### src/rtl/tms_pkg.sv
package tms_pkg;

  localparam int PADDR_W = 3;
  localparam int PDATA_W = 32;

  // register select: paddr[2] picks the register, low bits are byte offset
  localparam logic REG_TENURE    = 1'b0;
  localparam logic REG_INIT_BEST = 1'b1;

  localparam logic [4:0]         TENURE_RESET    = 5'd15;
  localparam logic signed [31:0] INIT_BEST_RESET = 32'sh7FFF_FFFF;

  localparam logic [1:0] KIND_NORMAL   = 2'd0;
  localparam logic [1:0] KIND_ASPIRED  = 2'd1;
  localparam logic [1:0] KIND_FALLBACK = 2'd2;

  typedef struct packed {
    logic [31:0]        move_key;
    logic signed [31:0] move_delta;
    logic signed [31:0] current_objective;
    logic               last_move;
  } tms_item_t;

  typedef struct packed {
    logic [31:0]        chosen_key;
    logic [15:0]        chosen_index;
    logic signed [31:0] chosen_delta;
    logic [1:0]         selection_kind;
    logic signed [31:0] new_best_objective;
  } tms_result_t;

  // queued candidate, with the aspiration sum precomputed by the front
  typedef struct packed {
    logic [31:0]        move_key;
    logic signed [31:0] move_delta;
    logic signed [31:0] current_objective;
    logic               last_move;
    logic signed [32:0] asp_sum;
  } tms_qitem_t;

  typedef struct packed {
    logic [4:0]         tenure;
    logic               best_load;
    logic signed [31:0] best_value;
  } tms_cfg_t;

endpackage

### src/rtl/tabu_move_selector_core.sv
// Channel   Direction  Handshake               Payload
// item      in         item_valid/item_stall   tms_item_t   (one candidate move)
// result    out        result_valid/result_stall tms_result_t (one per round)
// apb       in/out     psel/penable/pwrite     tenure @0x0, initial best @0x4
//
// Back end: a candidate is checked against all count entries of the tabu list,
// where count is the list fill; the list is scanned one entry a cycle through
// a single read port, then the candidate is judged. A round-closing item adds
// the list update, an optional fallback read of the oldest entry and the result
// load, plus any wait for a result still held in the output register.
// Reset: synchronous, clears list pointers, round state and valids; best
// objective returns to the register reset value. List memory is not cleared.
// Stalls: a two-beat queue takes candidates, until both slots are full, while the
// back end scans or a result waits; the result register holds its beat until taken.
module tabu_move_selector_core #(
  parameter int TABU_DEPTH = 16
) (
  input  logic                         clk,
  input  logic                         rst,
  input  logic                         item_valid,
  output logic                         item_stall,
  input  tms_pkg::tms_item_t           item,
  output logic                         result_valid,
  input  logic                         result_stall,
  output tms_pkg::tms_result_t         result,
  input  logic                         psel,
  input  logic                         penable,
  input  logic                         pwrite,
  input  logic [tms_pkg::PADDR_W-1:0]  paddr,
  input  logic [tms_pkg::PDATA_W-1:0]  pwdata,
  output logic [tms_pkg::PDATA_W-1:0]  prdata,
  output logic                         pready
);
  import tms_pkg::*;

  tms_cfg_t   cfg;
  logic       q_valid;
  tms_qitem_t q_data;
  logic       q_pop;

  // register file; a write of the initial best also reloads the running best
  tms_cfg u_cfg (
    .clk     (clk),
    .rst     (rst),
    .psel    (psel),
    .penable (penable),
    .pwrite  (pwrite),
    .paddr   (paddr),
    .pwdata  (pwdata),
    .prdata  (prdata),
    .pready  (pready),
    .cfg     (cfg)
  );

  // front: takes candidate beats, forms current+delta for the aspiration test
  tms_front u_front (
    .clk        (clk),
    .rst        (rst),
    .item_valid (item_valid),
    .item_stall (item_stall),
    .item       (item),
    .q_valid    (q_valid),
    .q_data     (q_data),
    .q_pop      (q_pop)
  );

  // back: tabu scan, round selection, list update and result register
  tms_back #(
    .TABU_DEPTH (TABU_DEPTH)
  ) u_back (
    .clk          (clk),
    .rst          (rst),
    .cfg          (cfg),
    .q_valid      (q_valid),
    .q_data       (q_data),
    .q_pop        (q_pop),
    .result_valid (result_valid),
    .result_stall (result_stall),
    .result       (result)
  );

endmodule

### src/rtl/tms_cfg.sv
module tms_cfg (
  input  logic                          clk,
  input  logic                          rst,
  input  logic                          psel,
  input  logic                          penable,
  input  logic                          pwrite,
  input  logic [tms_pkg::PADDR_W-1:0]   paddr,
  input  logic [tms_pkg::PDATA_W-1:0]   pwdata,
  output logic [tms_pkg::PDATA_W-1:0]   prdata,
  output logic                          pready,
  output tms_pkg::tms_cfg_t             cfg
);
  import tms_pkg::*;

  logic [4:0]         tenure;
  logic signed [31:0] init_best;
  logic               wr;

  assign pready = 1'b1;
  assign wr     = psel & penable & pwrite & pready;

  always_ff @(posedge clk) begin
    if (rst) begin
      tenure    <= TENURE_RESET;
      init_best <= INIT_BEST_RESET;
    end else if (wr) begin
      if (paddr[2] == REG_INIT_BEST) begin
        init_best <= pwdata;
      end else begin
        tenure <= pwdata[4:0];
      end
    end
  end

  always_comb begin
    unique case (paddr[2])
      REG_TENURE:    prdata = {27'd0, tenure};
      REG_INIT_BEST: prdata = init_best;
      default:       prdata = '0;
    endcase
  end

  assign cfg.tenure     = tenure;
  assign cfg.best_load  = wr && (paddr[2] == REG_INIT_BEST);
  assign cfg.best_value = pwdata;

endmodule

### src/rtl/tms_front.sv
module tms_front (
  input  logic                 clk,
  input  logic                 rst,
  input  logic                 item_valid,
  output logic                 item_stall,
  input  tms_pkg::tms_item_t   item,
  output logic                 q_valid,
  output tms_pkg::tms_qitem_t  q_data,
  input  logic                 q_pop
);
  import tms_pkg::*;

  // two-slot queue
  tms_qitem_t slots [2];
  tms_qitem_t cls;
  logic [1:0] fill;
  logic       wr_ptr;
  logic       rd_ptr;
  logic       push;

  assign item_stall = fill[1];
  assign push       = item_valid && !item_stall;
  assign q_valid    = (fill != 2'd0);
  assign q_data     = slots[rd_ptr];

  always_comb begin
    cls.move_key          = item.move_key;
    cls.move_delta        = item.move_delta;
    cls.current_objective = item.current_objective;
    cls.last_move         = item.last_move;
    cls.asp_sum           = {item.current_objective[31], item.current_objective}
                          + {item.move_delta[31], item.move_delta};
  end

  always_ff @(posedge clk) begin
    if (rst) begin
      fill   <= 2'd0;
      wr_ptr <= 1'b0;
      rd_ptr <= 1'b0;
    end else begin
      if (push) wr_ptr <= ~wr_ptr;
      if (q_pop) rd_ptr <= ~rd_ptr;
      if (push && !q_pop) begin
        fill <= fill + 2'd1;
      end else if (!push && q_pop) begin
        fill <= fill - 2'd1;
      end
    end
  end

  always_ff @(posedge clk) begin
    if (push) slots[wr_ptr] <= cls;
  end

endmodule

### src/rtl/tms_back.sv
module tms_back #(
  parameter int TABU_DEPTH = 16
) (
  input  logic                 clk,
  input  logic                 rst,
  input  tms_pkg::tms_cfg_t    cfg,
  input  logic                 q_valid,
  input  tms_pkg::tms_qitem_t  q_data,
  output logic                 q_pop,
  output logic                 result_valid,
  input  logic                 result_stall,
  output tms_pkg::tms_result_t result
);
  import tms_pkg::*;

  localparam int AW = $clog2(TABU_DEPTH);
  localparam int CW = $clog2(TABU_DEPTH + 1);

  typedef enum logic [5:0] {
    S_IDLE   = 6'b000001,
    S_SCAN   = 6'b000010,
    S_DECIDE = 6'b000100,
    S_FINISH = 6'b001000,
    S_FBRD   = 6'b010000,
    S_EMIT   = 6'b100000
  } state_t;

  function automatic logic [AW-1:0] wrap_addr(input logic [AW-1:0] base,
                                              input logic [CW-1:0] ofs);
    logic [AW:0] s;
    s = {1'b0, base} + (AW+1)'(ofs);
    if (s >= (AW+1)'(TABU_DEPTH)) s = s - (AW+1)'(TABU_DEPTH);
    return s[AW-1:0];
  endfunction

  state_t             state;
  tms_qitem_t         cur_item;

  // tabu list: circular buffer in a 1R1W memory
  logic [31:0]        mem [TABU_DEPTH];
  logic [31:0]        rdata;
  logic               rd_en;
  logic [AW-1:0]      rd_addr;
  logic               we;
  logic [AW-1:0]      waddr;
  logic [AW-1:0]      head;
  logic [AW-1:0]      head_inc;
  logic [CW-1:0]      count;
  logic [CW-1:0]      scan_idx;
  logic [CW-1:0]      limit;
  logic               scan_more;
  logic               rd_vld;
  logic               hit;
  logic               evict;

  // round state
  logic signed [31:0] best;
  logic signed [32:0] best_ext;
  logic signed [31:0] rb_delta;
  logic [31:0]        rb_key;
  logic [15:0]        rb_index;
  logic [15:0]        item_cnt;
  logic               found;
  logic               asp;
  logic               aspires;
  logic               better;
  logic signed [32:0] sum33;
  logic               improve;
  logic signed [31:0] best_upd;

  tms_result_t        res;
  tms_result_t        out_data;
  logic               out_valid;

  assign result_valid = out_valid;
  assign result       = out_data;

  // tenure 0 acts as 1, above depth acts as depth
  always_comb begin
    if (cfg.tenure == 5'd0) begin
      limit = CW'(1);
    end else if (32'(cfg.tenure) > 32'(TABU_DEPTH)) begin
      limit = CW'(TABU_DEPTH);
    end else begin
      limit = CW'(cfg.tenure);
    end
  end

  assign q_pop     = (state == S_IDLE) && q_valid;
  assign scan_more = (scan_idx < count);
  assign head_inc  = (head == AW'(TABU_DEPTH - 1)) ? '0 : head + AW'(1);
  assign evict     = (count >= limit) && (count != '0);

  assign rd_en   = ((state == S_SCAN) && scan_more)
                || ((state == S_FINISH) && !found && (count != '0));
  assign rd_addr = (state == S_SCAN) ? wrap_addr(head, scan_idx) : head;
  assign we      = (state == S_FINISH) && found && !asp;
  // slot after the newest entry; unchanged by an eviction in the same cycle
  assign waddr   = wrap_addr(head, count);

  assign best_ext = {best[31], best};
  assign aspires  = hit && (cur_item.asp_sum < best_ext);
  assign better   = !found || (cur_item.move_delta < rb_delta);
  assign sum33    = {cur_item.current_objective[31], cur_item.current_objective}
                  + {rb_delta[31], rb_delta};
  assign improve  = (sum33 < best_ext);
  assign best_upd = (sum33[32] && !sum33[31]) ? 32'sh8000_0000 : sum33[31:0];

  always_ff @(posedge clk) begin
    if (we) mem[waddr] <= rb_key;
    if (rd_en) rdata <= mem[rd_addr];
  end

  always_ff @(posedge clk) begin
    if (rst) begin
      state     <= S_IDLE;
      head      <= '0;
      count     <= '0;
      scan_idx  <= '0;
      rd_vld    <= 1'b0;
      hit       <= 1'b0;
      best      <= INIT_BEST_RESET;
      rb_delta  <= '0;
      rb_key    <= '0;
      rb_index  <= '0;
      item_cnt  <= '0;
      found     <= 1'b0;
      asp       <= 1'b0;
      out_valid <= 1'b0;
    end else begin
      unique case (state)
        S_IDLE: begin
          if (q_valid) begin
            scan_idx <= '0;
            rd_vld   <= 1'b0;
            hit      <= 1'b0;
            state    <= S_SCAN;
          end
        end
        S_SCAN: begin
          // compare lags the read issue, using the registered read data in the next cycle
          if (rd_vld && (rdata == cur_item.move_key)) hit <= 1'b1;
          rd_vld <= scan_more;
          if (scan_more) begin
            scan_idx <= scan_idx + CW'(1);
          end else if (!rd_vld) begin
            state <= S_DECIDE;
          end
        end
        S_DECIDE: begin
          item_cnt <= item_cnt + 16'd1;
          if ((!hit || aspires) && better) begin
            found    <= 1'b1;
            asp      <= aspires;
            rb_delta <= cur_item.move_delta;
            rb_key   <= cur_item.move_key;
            rb_index <= item_cnt;
          end
          state <= cur_item.last_move ? S_FINISH : S_IDLE;
        end
        S_FINISH: begin
          if (found) begin
            if (!asp) begin
              if (evict) begin
                head <= head_inc;
              end else begin
                count <= count + CW'(1);
              end
            end
            state <= S_EMIT;
          end else if (count != '0) begin
            head  <= head_inc;
            count <= count - CW'(1);
            state <= S_FBRD;
          end else begin
            state <= S_EMIT;
          end
          found    <= 1'b0;
          asp      <= 1'b0;
          rb_delta <= '0;
          rb_key   <= '0;
          rb_index <= '0;
          item_cnt <= '0;
        end
        S_FBRD: begin
          state <= S_EMIT;
        end
        S_EMIT: begin
          if (!out_valid || !result_stall) state <= S_IDLE;
        end
        default: state <= S_IDLE;
      endcase

      if ((state == S_EMIT) && (!out_valid || !result_stall)) begin
        out_valid <= 1'b1;
      end else if (out_valid && !result_stall) begin
        out_valid <= 1'b0;
      end

      if (cfg.best_load) begin
        best <= cfg.best_value;
      end else if ((state == S_FINISH) && found && improve) begin
        best <= best_upd;
      end
    end
  end

  // payload registers
  always_ff @(posedge clk) begin
    if (q_pop) cur_item <= q_data;
    if (state == S_FINISH) begin
      if (found) begin
        res.chosen_key     <= rb_key;
        res.chosen_index   <= rb_index;
        res.chosen_delta   <= rb_delta;
        res.selection_kind <= asp ? KIND_ASPIRED : KIND_NORMAL;
      end else begin
        res.chosen_key     <= '0;
        res.chosen_index   <= '0;
        res.chosen_delta   <= '0;
        res.selection_kind <= KIND_FALLBACK;
      end
      // best as it stands once this round's update lands
      res.new_best_objective <= (found && improve) ? best_upd : best;
    end
    if (state == S_FBRD) res.chosen_key <= rdata;
    if ((state == S_EMIT) && (!out_valid || !result_stall)) out_data <= res;
  end

endmodule

### config.mk
export PLATFORM = sky130hd
export DESIGN_NAME = tabu_move_selector_core
export DESIGN_NICKNAME = d
export VERILOG_FILES = /design/src/rtl/tms_pkg.sv /design/src/rtl/tabu_move_selector_core.sv /design/src/rtl/tms_cfg.sv /design/src/rtl/tms_front.sv /design/src/rtl/tms_back.sv
export SDC_FILE = /design/constraint.sdc
export NUM_CORES = 2
export LEC_CHECK = 0
export BUFFER_PORTS_ARGS = -buffer_cell sky130_fd_sc_hd__buf_4
export CORE_MARGIN = 4
export CORE_UTILIZATION = 33
export CTS_BUF_LIST = sky130_fd_sc_hd__clkbuf_16
export DETAILED_ROUTE_END_ITERATION = 10
export SLEW_MARGIN = 15
export SYNTH_ARGS = -nofsm -noshare
export SYNTH_HDL_FRONTEND = slang
export SYNTH_SLANG_ARGS = --single-unit
### constraint.sdc
create_clock -name clk -period 8.02 [get_ports clk]
set_input_delay 0.401 -clock clk [delete_from_list [all_inputs] [get_ports clk]]
set_output_delay 0.401 -clock clk [all_outputs]
set_load 0.1 [all_outputs]
==> run_results.csv <==
group,metric,value,unit
clocking,cts_tree,"built",
worst_hold_path,whs_path_depth,3,
setup_path,path_cells,"ha_1 -> a211oi_1 -> o211ai_1 -> nand3_1 -> nand3_1 -> a22o_1 -> a21boi_0 -> o21ai_0 -> o21bai_1 -> inv_1 -> ha_1 -> and4_1 -> a21o_1 -> a2111oi_0 -> a21boi_0 -> o22ai_1 -> nand2_1 -> buf_4 -> nor2b_2 -> a22o_1",
routing,drc,0,
setup_path,rr_startpoint,"u_back.cur_item[34]$_DFFE_PP_",
sta,tightest_slew,1.22,ns
global_route,grt_max_degree,176,
sta,tns,0,ns
yosys,syn_nets,4104,
clocking,cts_made_buffers,149,
setup_path,worstSetupEndpoint,"u_back.res[20]$_DFFE_PP_",
yosys,seq_area_frac_synth,69.2,%
sta,max_freq,158,MHz
sta,relSlewSlack,18.9,%
placement,hpwl,90600,um
yosys,synthTopCellsByArea,"edfxtp_1, dfxtp_1, ha_1",
flow_run,maxCapViolCount,0,
die,die_h,420,um
clocking,numClockSinks,1356,
setup_path,crit_path_end_kind,"register",
die,core,0.168,mm^2
sta,fin_crit_sh,79.1,%
sta,fin_ws,1.68,ns
yosys,avgSynthCellArea,14.8,um^2
sta,period_needed,6.34,ns
yosys,synth_top_cell_by_area,"edfxtp_1",
power_and_ir_drop,switching_share,25.9,%
final_layout,area_growth,19.1,%
sta,rsz0062_at_grt,"no",
routing,num_vias,32728,
final_layout,drive_gt1_share,17.9,%
setup_path,required,8.67,ns
die,die_area,0.176,mm^2
setup_path,reg2reg_setup_slack,1.68,ns
power_and_ir_drop,powerDensity,262,mW/mm^2
sta,hold_violations,0,
setup_path,arrival,6.99,ns
yosys,netlist_area,0.0560,mm^2
yosys,yosysTopAreaCellShare,62.3,%
setup_path,critPathKind,"reg2reg",
clocking,root_buffer,"clkbuf_16",
routing,drtPass1Iterations,6,
global_route,grt.total_usage,16.4,%
placement,finalWeightedCongestion,0.846,
global_route,grt_pass1_wl,214000,um
global_route,grt_pass1_vias,32753,
setup_path,crit_family,"compound AO/OA/AOI/OAI gates",
setup_path,path_depth,20,
yosys,yosysUniqueCellTypes,79,
die,fp.dieW,420,um
worst_hold_path,hp-class,"in2reg",
die,num_rows,150,
final_layout,nets,4543,
final_layout,multi_input_area,0.0162,mm^2
final_layout,seqCellArea,0.0388,mm^2
yosys,ys_ff_latch,1356,
global_route,overflow,0,
die,start_util,33.4,%
placement,dp_slack,1.75,ns
setup_path,crit_start,"u_back.cur_item[34]$_DFFE_PP_",
power_and_ir_drop,p_switching,4.52,mW
setup_path,cp_max_fo,29,
die,io_pins,288,
setup_path,critPathBufInv,2,
power_and_ir_drop,vdd_drop_max,0.197,mV
clocking,cts_resized,0,
routing,ant_nets,0,
setup_path,cp_slowest_cell,"nor2b_2",
routing,dr.first_iter.drc_count,2378,
setup_path,r2r-end,"u_back.res[20]$_DFFE_PP_",
final_layout,layout_common_cells,"edfxtp_1, buf_4, nand2_1",
routing,via_per_inst,5.00,
power_and_ir_drop,seqPwrFrac,49.7,%
sta,final_max_slew_viol_count,0,
power_and_ir_drop,p_comb_share,12.3,%
final_layout,final_common_cell,"edfxtp_1",
clocking,cts_max_level,4,
yosys,ys.flop_type,"edfxtp_1",
routing,post_drt_wl_per_cell,22.3,um
setup_path,start_kind,"register",
final_layout,nFillCells,15407,
power_and_ir_drop,power.leakage,23.8,nW
power_and_ir_drop,clkPwrFrac,38.0,%
clocking,path_clk_slew,0.06,ns
power_and_ir_drop,cellInternalPower,12.9,mW
clocking,clock_latency,0.79,ns
placement,portBuffers,284,
status,outcome,"finished, final reports clean",
sta,fin_worst_skew,0.0297,ns
sta,hold_ws,0.0361,ns
routing,drt_wl_total,146000,um
final_layout,n_antenna_cell,0,
yosys,synth_edf_count,1162,
yosys,syn_inst,3779,
clocking,cts_buffer_depth,3,
sta,finalSetupViolCount,0,
yosys,async_flop_share,0,%
setup_path,worst-r2r-cell-count,20,
global_route,antenna_found_initial,3,
yosys,synth_warnings,0,
setup_path,slowest_delay,0.91,ns
==> layer usage <==
| metal | part of all wire, % | up-vias | routed length (um) | global-route usage [%] |
|---|---|---|---|---|
| li1 | - | 15247 | - | - |
| met1 | 40 | 16475 | 58800 | 19.8 |
| met2 | 52 | 793 | 75700 | 29.1 |
| met3 | 4.2 | 213 | 6080 | 2.66 |
| met4 | 3.8 | 0 | 5570 | 6.34 |
| met5 | 0 | - | 0 | 0 |
==> flip-flops by register name (all words and copies together) (netlist names), 6 cells and up <==
name,cells
u_back.best,32
u_back.cur_item,130
u_back.item_cnt,16
u_back.mem,512
u_back.rb_delta,32
u_back.rb_index,16
u_back.rb_key,32
u_back.rdata,32
u_back.res,114
u_back.result,114
u_back.state,6
u_cfg.init_best,32
u_front.slots,260
==> stage by stage <==
stage	area [um^2]	util [%]	power (mW)	instances
CTS	66700	39.7	17.7	6547
global route	66700	39.7	18.2	6547
floorplan	56000	-	10.2	3779
global placement	60700	36.1	10.9	6149
finish	66700	39.7	17.5	6547
detailed placement	60700	36.1	10.9	6149
==> final cells by class <==
class	count	area share, %
clock buffers	150	5.63
clock inverters	126	1.56
inverters	107	0.617
multi-input cells	2149	24.3
flip-flops and latches	1356	58.1
well taps	2204	4.13
repair buffers	455	5.67
==> what timing repair did <==
action                                 4_1_cts  5_1_grt
endpoints found under the hold margin      243        0
setup buffers                                0        0
hold buffers                               122        0
==> logic make-up (layout without fill, tap and decap cells) <==
| kind of cell | Yosys count | after routing | share of synthesized area, % |
|---|---|---|---|
| multiplexers | 349 | 349 | 7.27 |
| AO/OA/AOI/OAI | 658 | 658 | 8.13 |
| flip-flops | 1356 | 1356 | 69.2 |
| other | 1 | 1 | 0.00669 |
| buffers and inverters | 274 | 838 | 2.14 |
| adder cells (fa/ha/maj) | 186 | 186 | 4.22 |
| AND/OR/NAND/NOR | 835 | 835 | 7.15 |
| XOR/XNOR | 120 | 120 | 1.88 |
==> worst reg2reg max path: stages, from the launching register on <==
cell and delay (ns):
edfxtp_1 0.37, ha_1 0.28, a211oi_1 0.42, o211ai_1 0.21, nand3_1 0.19, nand3_1 0.18
a22o_1 0.30, a21boi_0 0.35, o21ai_0 0.17, o21bai_1 0.28, inv_1 0.08, ha_1 0.29
and4_1 0.18, a21o_1 0.19, a2111oi_0 0.63, a21boi_0 0.21, o22ai_1 0.31, nand2_1 0.09
buf_4 0.26, nor2b_2 0.93, a22o_1 0.27
==> power by group through the flow <==
| stage | logic (mW) | registers (mW) | clock network (mW) |
|---|---|---|---|
| after detailed placement | 2.10 | 8.84 | 0 |
| final | 2.15 | 8.68 | 6.63 |
| after CTS | 2.17 | 8.69 | 6.79 |
| after global routing | 2.36 | 8.73 | 7.10 |
| after floorplan | 1.41 | 8.75 | 0 |
| after global placement | 2.08 | 8.82 | 0 |
==> cell usage after synthesis, types with 7 or more instances <==
master / instances
a21o_1: 69
ha_1: 181
edfxtp_1: 1162
inv_1: 105
mux2_2: 136
a221o_1: 7
nor4_1: 40
buf_1: 9
and2_0: 33
nand3b_1: 15
a211oi_1: 108
a22o_1: 54
xor2_1: 56
clkbuf_1: 101
nor3_1: 19
or3_1: 11
a311oi_1: 35
nand4_1: 20
nand2_1: 319
o22ai_1: 9
o211ai_1: 15
nor2_1: 182
nand2b_1: 12
nand3_1: 40
a31oi_1: 41
a21oi_1: 173
buf_6: 13
o21a_1: 12
and3_1: 13
nor2b_1: 13
dfxtp_1: 194
mux2i_1: 180
mux4_2: 32
buf_4: 7
o21ai_0: 46
a31o_2: 32
buf_2: 37
o21bai_1: 10
xnor2_1: 64
and2_1: 86
==> how the worst min path moves through the flow <==
stage / endpoint / slack [ns] / startpoint
5_1_grt: u_cfg.init_best[18]$_SDFFE_PP1P_ / 0.01 / pwdata[18]
3_5_place_dp: u_back.result[101]$_DFFE_PP_ / 0.40 / u_back.res[101]$_DFFE_PP_
4_1_cts: u_cfg.init_best[18]$_SDFFE_PP1P_ / 0.009 / pwdata[18]
2_1_floorplan: u_back.result[0]$_DFFE_PP_ / 0.40 / u_back.res[0]$_DFFE_PP_
6_report: u_cfg.init_best[21]$_SDFFE_PP1P_ / 0.04 / pwdata[21]
3_3_place_gp: u_back.result[2]$_DFFE_PP_ / 0.40 / u_back.res[2]$_DFFE_PP_
No activity file was read; power rests on OpenSTA's default activity.
